## src/rtl/awpr_pkg.sv

```systemverilog
// Package for the area weighted pixel resampler: widths, types, stage
// advance struct and the per-axis weight function. No dependencies.
package awpr_pkg;

  localparam int FRAC_BITS = 8;           // fraction bits of an axis weight
  localparam int WW        = FRAC_BITS + 1;
  localparam int W2W       = 2 * WW;
  localparam int PW        = W2W + 8;     // weight times one 8-bit channel
  localparam int SW        = PW + 4;      // sum of nine products
  localparam int SHIFT     = 2 * FRAC_BITS;
  localparam int NPIX      = 9;
  localparam int NCHAN     = 3;
  localparam int PIX_CENTRE = 4;

  // border flag bit positions
  localparam int FLAG_LEFT  = 0;
  localparam int FLAG_RIGHT = 1;
  localparam int FLAG_FIRST = 2;
  localparam int FLAG_LAST  = 3;

  typedef logic [WW-1:0]  wgt_t;
  typedef logic [W2W-1:0] wgt2_t;
  typedef logic [PW-1:0]  prod_t;
  typedef logic [SW-1:0]  sum_t;
  typedef logic [7:0]     chan_t;
  typedef logic [23:0]    rgb_t;

  // lead = max(half - f, 0), trail = max(f - half, 0)
  typedef struct packed {
    wgt_t lead;
    wgt_t middle;
    wgt_t trail;
  } axis_wgt_t;

  // per-stage advance enables, stage 1 is the input register
  typedef struct packed {
    logic s1;
    logic s2;
    logic s3;
    logic s4;
    logic s5;
  } adv_t;

  localparam wgt_t W_ONE  = wgt_t'(1) << FRAC_BITS;
  localparam wgt_t W_HALF = wgt_t'(1) << (FRAC_BITS - 1);

  // Overlap of a unit square centered on the point with the three pixels of
  // one axis. The fraction is rescaled from 8 bits to FRAC_BITS, truncating.
  function automatic axis_wgt_t axis_weights(input logic [7:0] f8);
    logic [FRAC_BITS+7:0] t;
    wgt_t      f;
    axis_wgt_t w;
    t = {f8, {FRAC_BITS{1'b0}}};
    f = wgt_t'(t[FRAC_BITS+7:8]);
    w.lead   = (W_HALF > f) ? wgt_t'(W_HALF - f) : '0;
    w.trail  = (f > W_HALF) ? wgt_t'(f - W_HALF) : '0;
    w.middle = wgt_t'(W_ONE - w.lead - w.trail);
    return w;
  endfunction

endpackage

```

## src/rtl/awpr_lane.sv

```systemverilog
// One color channel lane: nine weight products (stage 3), three partial
// sums (stage 4), final add and truncation. Depends on awpr_pkg.
module awpr_lane (
  input  logic                                 clk,
  input  awpr_pkg::adv_t                       adv,
  input  awpr_pkg::wgt2_t [awpr_pkg::NPIX-1:0] w2,
  input  awpr_pkg::chan_t [awpr_pkg::NPIX-1:0] chan,
  output awpr_pkg::chan_t                      chan_out
);
  import awpr_pkg::*;

  prod_t [NPIX-1:0] prod;
  sum_t  [2:0]      part;
  sum_t             total;

  always_ff @(posedge clk) begin
    if (adv.s3) begin
      for (int k = 0; k < NPIX; k++) begin
        prod[k] <= prod_t'(w2[k]) * prod_t'(chan[k]);
      end
    end
    if (adv.s4) begin
      for (int g = 0; g < 3; g++) begin
        part[g] <= sum_t'(prod[g*3]) + sum_t'(prod[g*3+1]) + sum_t'(prod[g*3+2]);
      end
    end
  end

  // 2-D weights sum to one, so the result never exceeds 255
  assign total    = part[0] + part[1] + part[2];
  assign chan_out = total[SHIFT+7:SHIFT];

endmodule

```

## config.mk

```make
export PLATFORM = sky130hd
export DESIGN_NAME = awpr_lane
export DESIGN_NICKNAME = d
export VERILOG_FILES = /design/src/rtl/awpr_pkg.sv /design/src/rtl/awpr_lane.sv
export SDC_FILE = /design/constraint.sdc
export NUM_CORES = 2
export LEC_CHECK = 0
export BUFFER_PORTS_ARGS = -buffer_cell sky130_fd_sc_hd__buf_2
export CORE_UTILIZATION = 65
export CTS_CLUSTER_DIAMETER = 120
export DETAILED_ROUTE_END_ITERATION = 10
export PLACE_DENSITY = 0.84
export SKIP_LAST_GASP = 1
export SLEW_MARGIN = 25
export SYNTH_ARGS = -nofsm -noshare
export SYNTH_HDL_FRONTEND = slang
export SYNTH_SLANG_ARGS = --single-unit
```

## constraint.sdc

```tcl
create_clock -name clk -period 5.63 [get_ports clk]
set_input_delay 0.2815 -clock clk [delete_from_list [all_inputs] [get_ports clk]]
set_output_delay 0.2815 -clock clk [all_outputs]
set_load 0.01 [all_outputs]
```

# After elaboration in Yosys (flattened, before gate mapping)

Cells that the tools add are included.

Register bits after elaboration: 288
Bits of input ports: 240
Word-level logic and storage cells: 29

Add/sub/neg operators: 8
Multiply operators: 9

Operators by type and width:

| cell                        | count |
|---|---|
| multiplier 18 x 8 -> 24 bit | 9 |
| adder 24 bit                | 8 |

# Depth between registers and ports, before layout

Word-level depth: 2
Mapped depth: 20
Mapped depth without buffers: 18

# Least setup slack after synthesis

Ideal clock, no wire load.

Path type: input port to flip-flop
Start point: input chan[66] (netlist name)
End point: register prod[229] (netlist name) (data pin)
Setup time: 180 ps
Arrival: 4768 ps
Required time: 5450 ps
Setup slack: 682 ps
Stages on the path: 17
Path buffers: 1
Path through: clkbuf_1 -> and2_1 -> fa_1 -> fa_1 -> fa_1 -> inv_1 -> fa_1 -> inv_1 -> ha_1 -> a21o_1 -> or3_4 -> o221a_4 -> o31ai_4 -> a221oi_2 -> o31ai_4 -> or4b_1 -> o311ai_1

Longest elaborated chain between the ends: 1

RTL lines:

| item                          | RTL line        | text |
|---|---|---|
| start, declared               | awpr_lane.sv:7  | `input awpr_pkg::chan_t [awpr_pkg::NPIX-1:0] chan,` |
| multiplier 18 x 8 -> 24 bit   | awpr_lane.sv:19 | `prod[k] <= prod_t'(w2[k]) * prod_t'(chan[k]);` |
| end signal, assigned by index | awpr_lane.sv:19 |  |
| end, declared                 | awpr_lane.sv:12 | `prod_t [NPIX-1:0] prod;` |

Every way passes these cells.
A chain may end at the register's enable or synchronous reset.

# Final worst setup path

Start point: input chan[69] (netlist name)
End point: register prod[229] (netlist name) (data pin)

Same word-level chain as after synthesis.

==> flow_summary.ini <==
[synthesis]
synth-xor-area-share = 0.0441
synth-simple-area-share = 0.180
synthAdderAreaFrac = 0.460
muxShareOfSynthArea = 0.000940
async_reset_ff_frac = 0
ys_seq_area_frac = 0.162
synth_edf_count = 288
syn-num-nets = 6986
synth_seq_cells = 288
synth_top_family_by_area = adder cells
synth-compound-area-share = 0.0773
netlist_area_mm2 = 0.0532
ys_types = 74
synthFlopType = edfxtp_1
yosys_warnings = 0
avgSynthCellArea_um2 = 9.93
netlist_instances = 5358

[cts]
post_cts_resized = 0
cts_root_buffer = clkbuf_16
cts_max_level = 1
path_clk_slew_ns = 0.06
cts_buffers = 31
clock_sinks = 288
tritoncts = built
ctsHoldBuffers = 0
postCtsSetupRepairBufs = 0
clk_latency_ns = 0.60
clockBufferDepth = 3

[routing]
drt_iter0_drc = 2337
viasPerCell = 5.70
drt-total-wl_mm = 117
antenna_left = 0
vias = 37900
wire_per_inst_um = 17.6
firstDrtPassIters = 9
drc = 32

[timing]
rsz0062_at_grt = no
setup_viol = 0
finalHoldViolCount = 0
min_period_over_period = 0.848
slew-limit-headroom = 0.368
worst_pin_slew_ns = 0.948
max_freq_ghz = 0.210
drv_slew = 0
skew_ns = 0.0224
period_minus_slack_ns = 4.77
tns_ns = 0
hold_slack_ns = 0.108

[hold_path]
hp-class = input port to flop
hold-path-cell-count = 2

[critical_path]
required_ns = 6.03
cp_max_fo = 18
critPathLaunchType = input port
cp-end-kind = flop
cp_top_family = adder cells
path_common_cell = fa_1
worstSetupPathType = input port to flop
slowest_stage = fa_1
r2r_cells = 12
worstSetupPathDepth = 17
worstPathArrival_ns = 5.18
path_cells = buf_2, and2_1, fa_1, fa_1, fa_1, inv_1, fa_1, inv_1, ha_1, a21o_1, or3_4, o221a_4, o31ai_4, a221oi_2, o31ai_4, or4b_1, o311ai_1
max_stage_delay_ns = 0.57
worst-path-buf-inv = 3

[pwr]
power_frac_clock = 0.057
p_switching_mw = 17.3
p_comb_frac = 0.778
switching_share = 0.497
pwr-share-seq = 0.165
p_per_area_mw_per_mm2 = 616
p_int_mw = 17.5
total_leakage_power_nw = 27.3
ir_worst_vdd_uv = 631

[layout]
drive_gt1_frac = 0.0575
multi_input_area_mm2 = 0.0406
mostFrequentLayoutCell = and2_1
post-route-util = 0.700
seqCellArea_mm2 = 0.00865
num-fill-cells = 5973
syn2layout_area_growth_pct = 6.21
fin_nets = 7184
layout_common_cells = and2_1 (1035), inv_1 (981), fa_1 (949)

[place]
gp_congestion = 0.917
hpwl_mm = 94.4
portBuffers = 244

[grt]
antenna_found_initial = 12
grt_pass1_vias = 39900
grt_overflow = 0
grt_max_degree = 111
grtUsageTotal = 0.292
grt_first_pass_wirelength_mm = 195

[run_status]
violations = design-rule violations
outcome = finished, violations left

[die]
fp.dieArea_mm2 = 0.0830
die_width_um = 288
initial_core_util = 0.659
dieHeight_um = 288
core_area_mm2 = 0.0808
num_rows = 104
ios = 248

[flow_run]
maxCapViolations = 0
[routing by layer]
| layer | vias up | GRT usage | wire [um] |
|---|---|---|---|
| met2 | 1229 | 0.504 | 59000 |
| met3 | 252 | 0.0347 | 7260 |
| met4 | 0 | 0.0983 | 3970 |
| li1 | 17300 | - | - |
| met5 | - | 0 | 0 |
| met1 | 19200 | 0.385 | 46700 |
[power groups by stage]
stage	registers [mW]	clock network, mW	logic (mW)
final	5.74	1.98	27.1
after global routing	5.83	2.09	30.3
after CTS	5.75	2.00	27.0
after detailed placement	5.76	0	26.5
after global placement	5.75	0	25.7
after floorplan	5.35	0	19.8
[worst paths after layout]
kind / startpoint / end / slack, ns
setup / recovery: chan[69] / prod[229] / 0.86
hold / removal: w2[36] / prod[52] / 0.11
setup reg to reg: prod[157] / part[83] / 1.60
hold reg to reg: prod[53] / part[1] / 0.75
[through the flow]
stage	total power [mW]	cell area, um2	instances	setup WS, ns
2_1_floorplan	25.2	53200	5358	0.682
5_1_grt	38.2	56500	6652	0.593
3_3_place_gp	31.4	55500	6583	0.372
6_report	34.8	56500	6653	0.857
3_5_place_dp	32.3	55500	6583	0.261
4_1_cts	34.7	56500	6640	0.920
[state kept, by name, summed over array words and instances (netlist names)]
signal	cells
prod	216
part	72
[synthesized netlist by cell type, drive strengths merged, types with 22 or more instances]
cell type | instances | area share
a21oi | 184 | 0.017
fa | 949 | 0.36
xor2 | 69 | 0.011
o21ai | 92 | 0.0087
and2 | 1035 | 0.12
nand3 | 42 | 0.0039
nand2b | 24 | 0.0028
ha | 439 | 0.10
clkbuf | 86 | 0.0061
nor2b | 30 | 0.0035
o21bai | 33 | 0.0047
nor2 | 124 | 0.0087
edfxtp | 288 | 0.16
a21o | 110 | 0.016
xnor2 | 199 | 0.033
nand2 | 347 | 0.024
a31oi | 22 | 0.0026
o21a | 30 | 0.0042
nor3 | 36 | 0.0034
inv | 981 | 0.069
[cell type report]
| type | instances | area share |
|---|---|---|
| Antenna cell | 13 | 0.000576 |
| Clock buffer | 34 | 0.0139 |
| Clock inverter | 23 | 0.00325 |
| Inverter | 981 | 0.0651 |
| Multi-Input combinational cell | 4002 | 0.718 |
| Sequential cell | 288 | 0.153 |
| Tap cell | 1060 | 0.0235 |
| Timing Repair Buffer | 252 | 0.0230 |
[cells by family after synthesis]
family,after synthesis
mux,5
compound gates,616
flops,288
fa+ha+maj,1388
simple gates,1725
buf+inv,1068
xor+xnor,268
Note: power is estimated with default switching activity, not from simulation.
