<file path="src/rtl/awpr_pkg.sv">
// Package for the area weighted pixel resampler: widths, types, stage
// advance struct and the per-axis weight function. No dependencies.
package awpr_pkg;

  localparam int FRAC_BITS = 8;           // fraction bits of an axis weight
  localparam int WW        = FRAC_BITS + 1;
  localparam int W2W       = 2 * WW;
  localparam int PW        = W2W + 8;     // weight times one 8-bit channel
  localparam int SW        = PW + 4;      // sum of nine products
  localparam int SHIFT     = 2 * FRAC_BITS;
  localparam int NPIX      = 9;
  localparam int NCHAN     = 3;
  localparam int PIX_CENTRE = 4;

  // border flag bit positions
  localparam int FLAG_LEFT  = 0;
  localparam int FLAG_RIGHT = 1;
  localparam int FLAG_FIRST = 2;
  localparam int FLAG_LAST  = 3;

  typedef logic [WW-1:0]  wgt_t;
  typedef logic [W2W-1:0] wgt2_t;
  typedef logic [PW-1:0]  prod_t;
  typedef logic [SW-1:0]  sum_t;
  typedef logic [7:0]     chan_t;
  typedef logic [23:0]    rgb_t;

  // lead = max(half - f, 0), trail = max(f - half, 0)
  typedef struct packed {
    wgt_t lead;
    wgt_t middle;
    wgt_t trail;
  } axis_wgt_t;

  // per-stage advance enables, stage 1 is the input register
  typedef struct packed {
    logic s1;
    logic s2;
    logic s3;
    logic s4;
    logic s5;
  } adv_t;

  localparam wgt_t W_ONE  = wgt_t'(1) << FRAC_BITS;
  localparam wgt_t W_HALF = wgt_t'(1) << (FRAC_BITS - 1);

  // Overlap of a unit square centered on the point with the three pixels of
  // one axis. The fraction is rescaled from 8 bits to FRAC_BITS, truncating.
  function automatic axis_wgt_t axis_weights(input logic [7:0] f8);
    logic [FRAC_BITS+7:0] t;
    wgt_t      f;
    axis_wgt_t w;
    t = {f8, {FRAC_BITS{1'b0}}};
    f = wgt_t'(t[FRAC_BITS+7:8]);
    w.lead   = (W_HALF > f) ? wgt_t'(W_HALF - f) : '0;
    w.trail  = (f > W_HALF) ? wgt_t'(f - W_HALF) : '0;
    w.middle = wgt_t'(W_ONE - w.lead - w.trail);
    return w;
  endfunction

endpackage

</file>
<file path="src/rtl/awpr_front.sv">
// Front end: border substitution, axis weights (stage 1) and the nine
// 2-D weights (stage 2). Depends on awpr_pkg.
module awpr_front (
  input  logic                                clk,
  input  awpr_pkg::adv_t                      adv,
  input  logic [7:0]                          frac_x,
  input  logic [7:0]                          frac_y,
  input  logic [3:0]                          border_flags,
  input  logic [awpr_pkg::NPIX-1:0][31:0]     pix,
  output awpr_pkg::wgt2_t [awpr_pkg::NPIX-1:0] w2,
  output awpr_pkg::rgb_t [awpr_pkg::NPIX-1:0] rgb2,
  output logic [7:0]                          alpha2
);
  import awpr_pkg::*;

  rgb_t [NPIX-1:0] sel_rgb;
  rgb_t [NPIX-1:0] rgb1;
  axis_wgt_t       wx;
  axis_wgt_t       wy;
  logic [7:0]      alpha1;
  wgt_t [2:0]      wcol;
  wgt_t [2:0]      wrow;

  // missing neighbors take the center row / column
  always_comb begin
    logic rs;
    logic cs;
    for (int r = 0; r < 3; r++) begin
      for (int c = 0; c < 3; c++) begin
        rs = ((r == 0) && border_flags[FLAG_FIRST]) || ((r == 2) && border_flags[FLAG_LAST]);
        cs = ((c == 0) && border_flags[FLAG_LEFT]) || ((c == 2) && border_flags[FLAG_RIGHT]);
        if (rs && cs) begin
          sel_rgb[r*3+c] = pix[PIX_CENTRE][23:0];
        end else if (rs) begin
          sel_rgb[r*3+c] = pix[3+c][23:0];
        end else if (cs) begin
          sel_rgb[r*3+c] = pix[r*3+1][23:0];
        end else begin
          sel_rgb[r*3+c] = pix[r*3+c][23:0];
        end
      end
    end
  end

  // upper row takes the trailing weight, lower row the leading weight
  assign wcol = {wx.trail, wx.middle, wx.lead};
  assign wrow = {wy.lead, wy.middle, wy.trail};

  always_ff @(posedge clk) begin
    if (adv.s1) begin
      wx     <= axis_weights(frac_x);
      wy     <= axis_weights(frac_y);
      rgb1   <= sel_rgb;
      alpha1 <= pix[PIX_CENTRE][31:24];
    end
    if (adv.s2) begin
      for (int r = 0; r < 3; r++) begin
        for (int c = 0; c < 3; c++) begin
          w2[r*3+c] <= wgt2_t'(wrow[r]) * wgt2_t'(wcol[c]);
        end
      end
      rgb2   <= rgb1;
      alpha2 <= alpha1;
    end
  end

endmodule

</file>
<file path="config.mk">
export PLATFORM = sky130hd
export DESIGN_NAME = awpr_front
export DESIGN_NICKNAME = d
export VERILOG_FILES = /design/src/rtl/awpr_pkg.sv /design/src/rtl/awpr_front.sv
export SDC_FILE = /design/constraint.sdc
export NUM_CORES = 2
export LEC_CHECK = 0
export BUFFER_PORTS_ARGS = -buffer_cell sky130_fd_sc_hd__buf_2
export CAP_MARGIN = 10
export CORE_UTILIZATION = 63
export CTS_CLUSTER_SIZE = 20
export DETAILED_ROUTE_END_ITERATION = 7
export HOLD_SLACK_MARGIN = 0.03
export PLACE_DENSITY = 0.87
export REMOVE_ABC_BUFFERS = 1
export SLEW_MARGIN = 20
export SYNTH_ARGS = -nofsm -noshare
export SYNTH_HDL_FRONTEND = slang
export SYNTH_SLANG_ARGS = --single-unit
export TNS_END_PERCENT = 1
</file>
<file path="constraint.sdc">
create_clock -name clk -period 6.9 [get_ports clk]
set_input_delay 1.035 -clock clk [delete_from_list [all_inputs] [get_ports clk]]
set_output_delay 1.035 -clock clk [all_outputs]
set_load 0.05 [all_outputs]
</file>
### After elaboration in Yosys (flattened, before gate mapping)

Index checks and enable logic that the tools add are counted.

* order comparisons: 4
* multiply operators: 9
* reduce and logical (&&, ||, !) cells: 4
* multiplexer cells: 20
* add/sub/neg operators: 8

Operators by type and width (count)
* 24-bit two-way mux: 16
* 9-bit by 9-bit multiplier with 18-bit output: 9
* 9-bit two-way mux: 4
* 8-bit by 8-bit subtractor with 9-bit output (first input constant): 2
* 8-bit by 8-bit subtractor with 9-bit output (second input constant): 2
* 9-bit subtractor: 2
* 9-bit subtractor (first input constant): 2
* 8-bit > comparator (first input constant): 2
* 8-bit > comparator (second input constant): 2
* 1-bit logical AND: 4

* logic and storage cells: 80
* register bits: 664
* input port bits: 314

### Depth between registers and ports, before layout

* word-level depth: 4
* depth in mapped cells: 19
* mapped depth without buffers: 17

### Least setup slack after synthesis

No wires, ideal clock.

* kind: flip-flop to flip-flop
* start: reg wx, in the netlist wcol[10]
* end: reg w2[32] in the netlist's numbering, data pin
* buffers on the path: 1
* data required time: 6.638 ns
* cell stages (with the launch flop): 17
* setup slack: 2.232 ns
* arrival: 4.406 ns
* library setup time: 0.262 ns
* cells stage by stage: edfxtp_1 > clkbuf_1 > nand2_1 > fa_1 > inv_1 > fa_1 > inv_1 > fa_1 > fa_1 > inv_1 > ha_1 > o21a_1 > o31a_1 > or4_1 > a31oi_2 > o21bai_1 > xor2_1

* cells in the longest elaborated chain, start to end: 1

Ends and longest elaborated chain
* start, declared: RTL line awpr_front.sv:18 `axis_wgt_t wx;`
* start signal, assigned: RTL line awpr_front.sv:51 `wx <= axis_weights(frac_x);`
* 9-bit by 9-bit multiplier with 18-bit output: RTL line awpr_front.sv:59 `w2[r*3+c] <= wgt2_t'(wrow[r]) * wgt2_t'(wcol[c]);`
* end signal, assigned by index: RTL line awpr_front.sv:59
* end, declared: RTL line awpr_front.sv:10 `output awpr_pkg::wgt2_t [awpr_pkg::NPIX-1:0] w2,`

Every way passes these cells.
A chain may end at the register's enable or synchronous reset.

### Final worst setup path

* start: reg wy, in the netlist wrow[5]
* end: reg w2[14] in the netlist's numbering, data pin

* cells in the longest elaborated chain, start to end: 1

Ends and longest elaborated chain
* start, declared: RTL line awpr_front.sv:19 `axis_wgt_t wy;`
* start signal, assigned: RTL line awpr_front.sv:52 `wy <= axis_weights(frac_y);`
* 9-bit by 9-bit multiplier with 18-bit output: RTL line awpr_front.sv:59

Every way passes these cells.

==> results.ini <==
[status]
run_status = finished, final reports clean

[synth]
synth_top_family_by_area = adder cells
ys_seq_area_share_pct = 42.0
ys_warn_count = 0
synth_area_leader_cell = edfxtp_1
synth_adder_area_share_pct = 29.0
synth-compound-area-share_pct = 4.88
synth_mux_area_share_pct = 4.32
synth_async_sr_flop_share_pct = 0
synth-simple-area-share_pct = 10.3
yosysTopAreaCellShare_pct = 42.0
synth_edf_count = 662
synthCells = 4048
synthTopCellsByArea = edfxtp_1 (42%), fa_1 (19%), ha_1 (10%)
ys_ff_latch = 662
syn_area_sq_um = 47300
synth_xor_area_share_pct = 2.30
synth-main-ff-cell = edfxtp_1
synthDistinctLibCells = 64
avgSynthCellArea_sq_um = 11.7

[clocking]
cts_resized = 0
clkTransAtPathRegs_ns = 0.06
cts_tree = done
root_buffer = clkbuf_16
postCtsSetupRepairBufs = 0
cts_buffers = 69
clkLatencyLatePin_ns = 0.64
clkSinkCount = 662
cts_max_level = 3
cts_hold_buf = 0
cts_max_path_buffers = 3

[timing]
hold_ws_ns = 0.400
fmax_mhz = 185
finalCritPeriodShare_pct = 78.4
worst_pin_slew_ns = 1.15
clock_skew_ns = 0.0452
setup_violations = 0
final-max-slew-violation-count = 0
period_minus_slack_ns = 5.41
grt_setup_unrepaired = false
setup_tns_ns = 0
hold_viol = 0
timing.slew.headroom_pct = 23.5
final.setup.worst_slack_ns = 1.49

[worst_setup_path]
setup.worst_path.class = register to register
start_kind = register
cp_data_arrival_time_ns = 5.77
critical_path.endpoint_type = register
worstPathRequired_ns = 7.26
rr_startpoint = wrow[5]
crit_fanout = 16
setup.worst_path.start = wrow[5]

[drt]
met2_length_microns = 58300
vias = 32200
drt-wirelength-per-cell_microns = 21.1
totalWireLength_microns = 120000
met3_length_microns = 10700
met1Wirelength_microns = 40900
drc = 0
drt_iter0_drc = 2269
drt-pass1-iter-count = 5
drtAntennaViolNets = 0
top_layer = met5
vias_per_cell = 5.67

[floorplanning]
die_area_sq_um = 76200
die_y_microns = 276
fp.coreArea_sq_um = 74300
io_pins = 700
start_util_pct = 63.7
core.rowCount = 100
die_w_microns = 276

[power]
vdd_drop_max_uv = 479
p_leak_nw = 25.4
powerDensity_nw_per_um2 = 510

[global_routing]
grt_max_degree = 162
grt_pass1_wl_microns = 184000
grt_pass1_vias = 33700
grt_usage_pct = 31.6
overflow = 0
antenna_found_initial = 23

[cells_and_area]
final_core_util_pct = 72.4
drive_gt1_share_pct = 18.6
layout_commonest_cell = inv_1
final_nets = 5771
layout_common_cells = inv_1 (750), edfxtp_1 (662), buf_2 (626)
final_cell_area_sq_um = 53800
fill_cells = 4927
area_delta_synth_final_pct = 13.7

[place]
dpl_cell_area_sq_um = 51400
dpl.hpwl_microns = 88300
pre_cts_slack_ns = 1.52
routabilityCongestion = 0.913
io_buffers = 632

[min_path]
hold_class = register to register
hp-start = rgb1[194]

[run]
maxCapViolCount = 0

-- logic make-up (layout without fill, tap and decap cells) --
logic type      Yosys count  in the layout
compound gates          364            364
xor+xnor                124            124
fa+ha+maj               827            827
buf+inv                 900           1533
flops                   662            662
mux                     192            192
other cells               2             25
simple gates            977            977
-- final cells by class --
type,instances,area [sq um],area share (%)
multi-input combinational,2488,24100,44.7
sequential,662,19900,36.9
timing repair buffer,659,3480,6.47
inverter,750,2820,5.23
clock buffer,84,1800,3.35
tap,969,1210,2.25
clock inverter,40,499,0.928
antenna,21,52.6,0.0977
-- cells in the mapped netlist, types with 11 or more instances --
cell type  count
a21o_1        38
nor3_1        13
edfxtp_1     662
o21ai_0      132
mux2_2        96
nand3_1       16
o21a_1        20
o21bai_1      11
a21oi_1       74
fa_1         448
and2_1       402
mux2i_1       96
buf_1         14
ha_1         379
xor2_1        29
buf_2         12
nor2_1        61
nand2b_1      12
clkbuf_1     124
inv_1        750
xnor2_1       95
nor2b_1       16
nand2_1      427
-- registers in the layout (all words and copies together), names as in the netlist --
name,cells
alpha2,8
w2,162
wcol,26
rgb1,216
rgb2,216
wrow,26
alpha1,8
-- routing by layer --
metal | up-vias | GRT usage, %
met1 | 15900 | 36.0
met4 | 16 | 23.0
met2 | 1560 | 52.7
li1 | 14300 | -
met3 | 437 | 7.16
met5 | - | 0
-- power by group --
part / leakage (nW) / internal, W / total [W] / switching, W
Combinational: 17.8 / 0.00666 / 0.0171 / 0.0105
Clock: 1.10 / 0.00216 / 0.00382 / 0.00166
Sequential: 6.49 / 0.00600 / 0.00647 / 0.000469
Total: 25.4 / 0.0148 / 0.0274 / 0.0126
-- worst max-delay path, stage by stage, from the launching register on --
cell and delay, ns:
edfxtp_1 0.85, buf_4 0.32, nand2_1 0.10, fa_1 0.55, fa_1 0.55, inv_1 0.05, fa_1 0.48, inv_1 0.05
fa_1 0.47, inv_1 0.04, ha_1 0.31, o21ai_0 0.23, a21oi_1 0.11, a221oi_1 0.62, nor4bb_1 0.13, a311o_1 0.30
-- worst paths after layout --
check | end | slack, ns | cells after the start
max | w2[14] | 1.49 | 15
min | rgb2[194] | 0.40 | 0
max reg2reg | w2[14] | 1.49 | 15
min reg2reg | rgb2[194] | 0.40 | 0
-- per-stage QoR --
step                      std cells  total power, W
final                          5673          0.0274
after global routing           5662          0.0296
after CTS                      5649          0.0275
after detailed placement       5525          0.0235
after global placement         5525          0.0227
after floorplan                3900          0.0194
No activity file was read; power rests on OpenSTA's default activity.
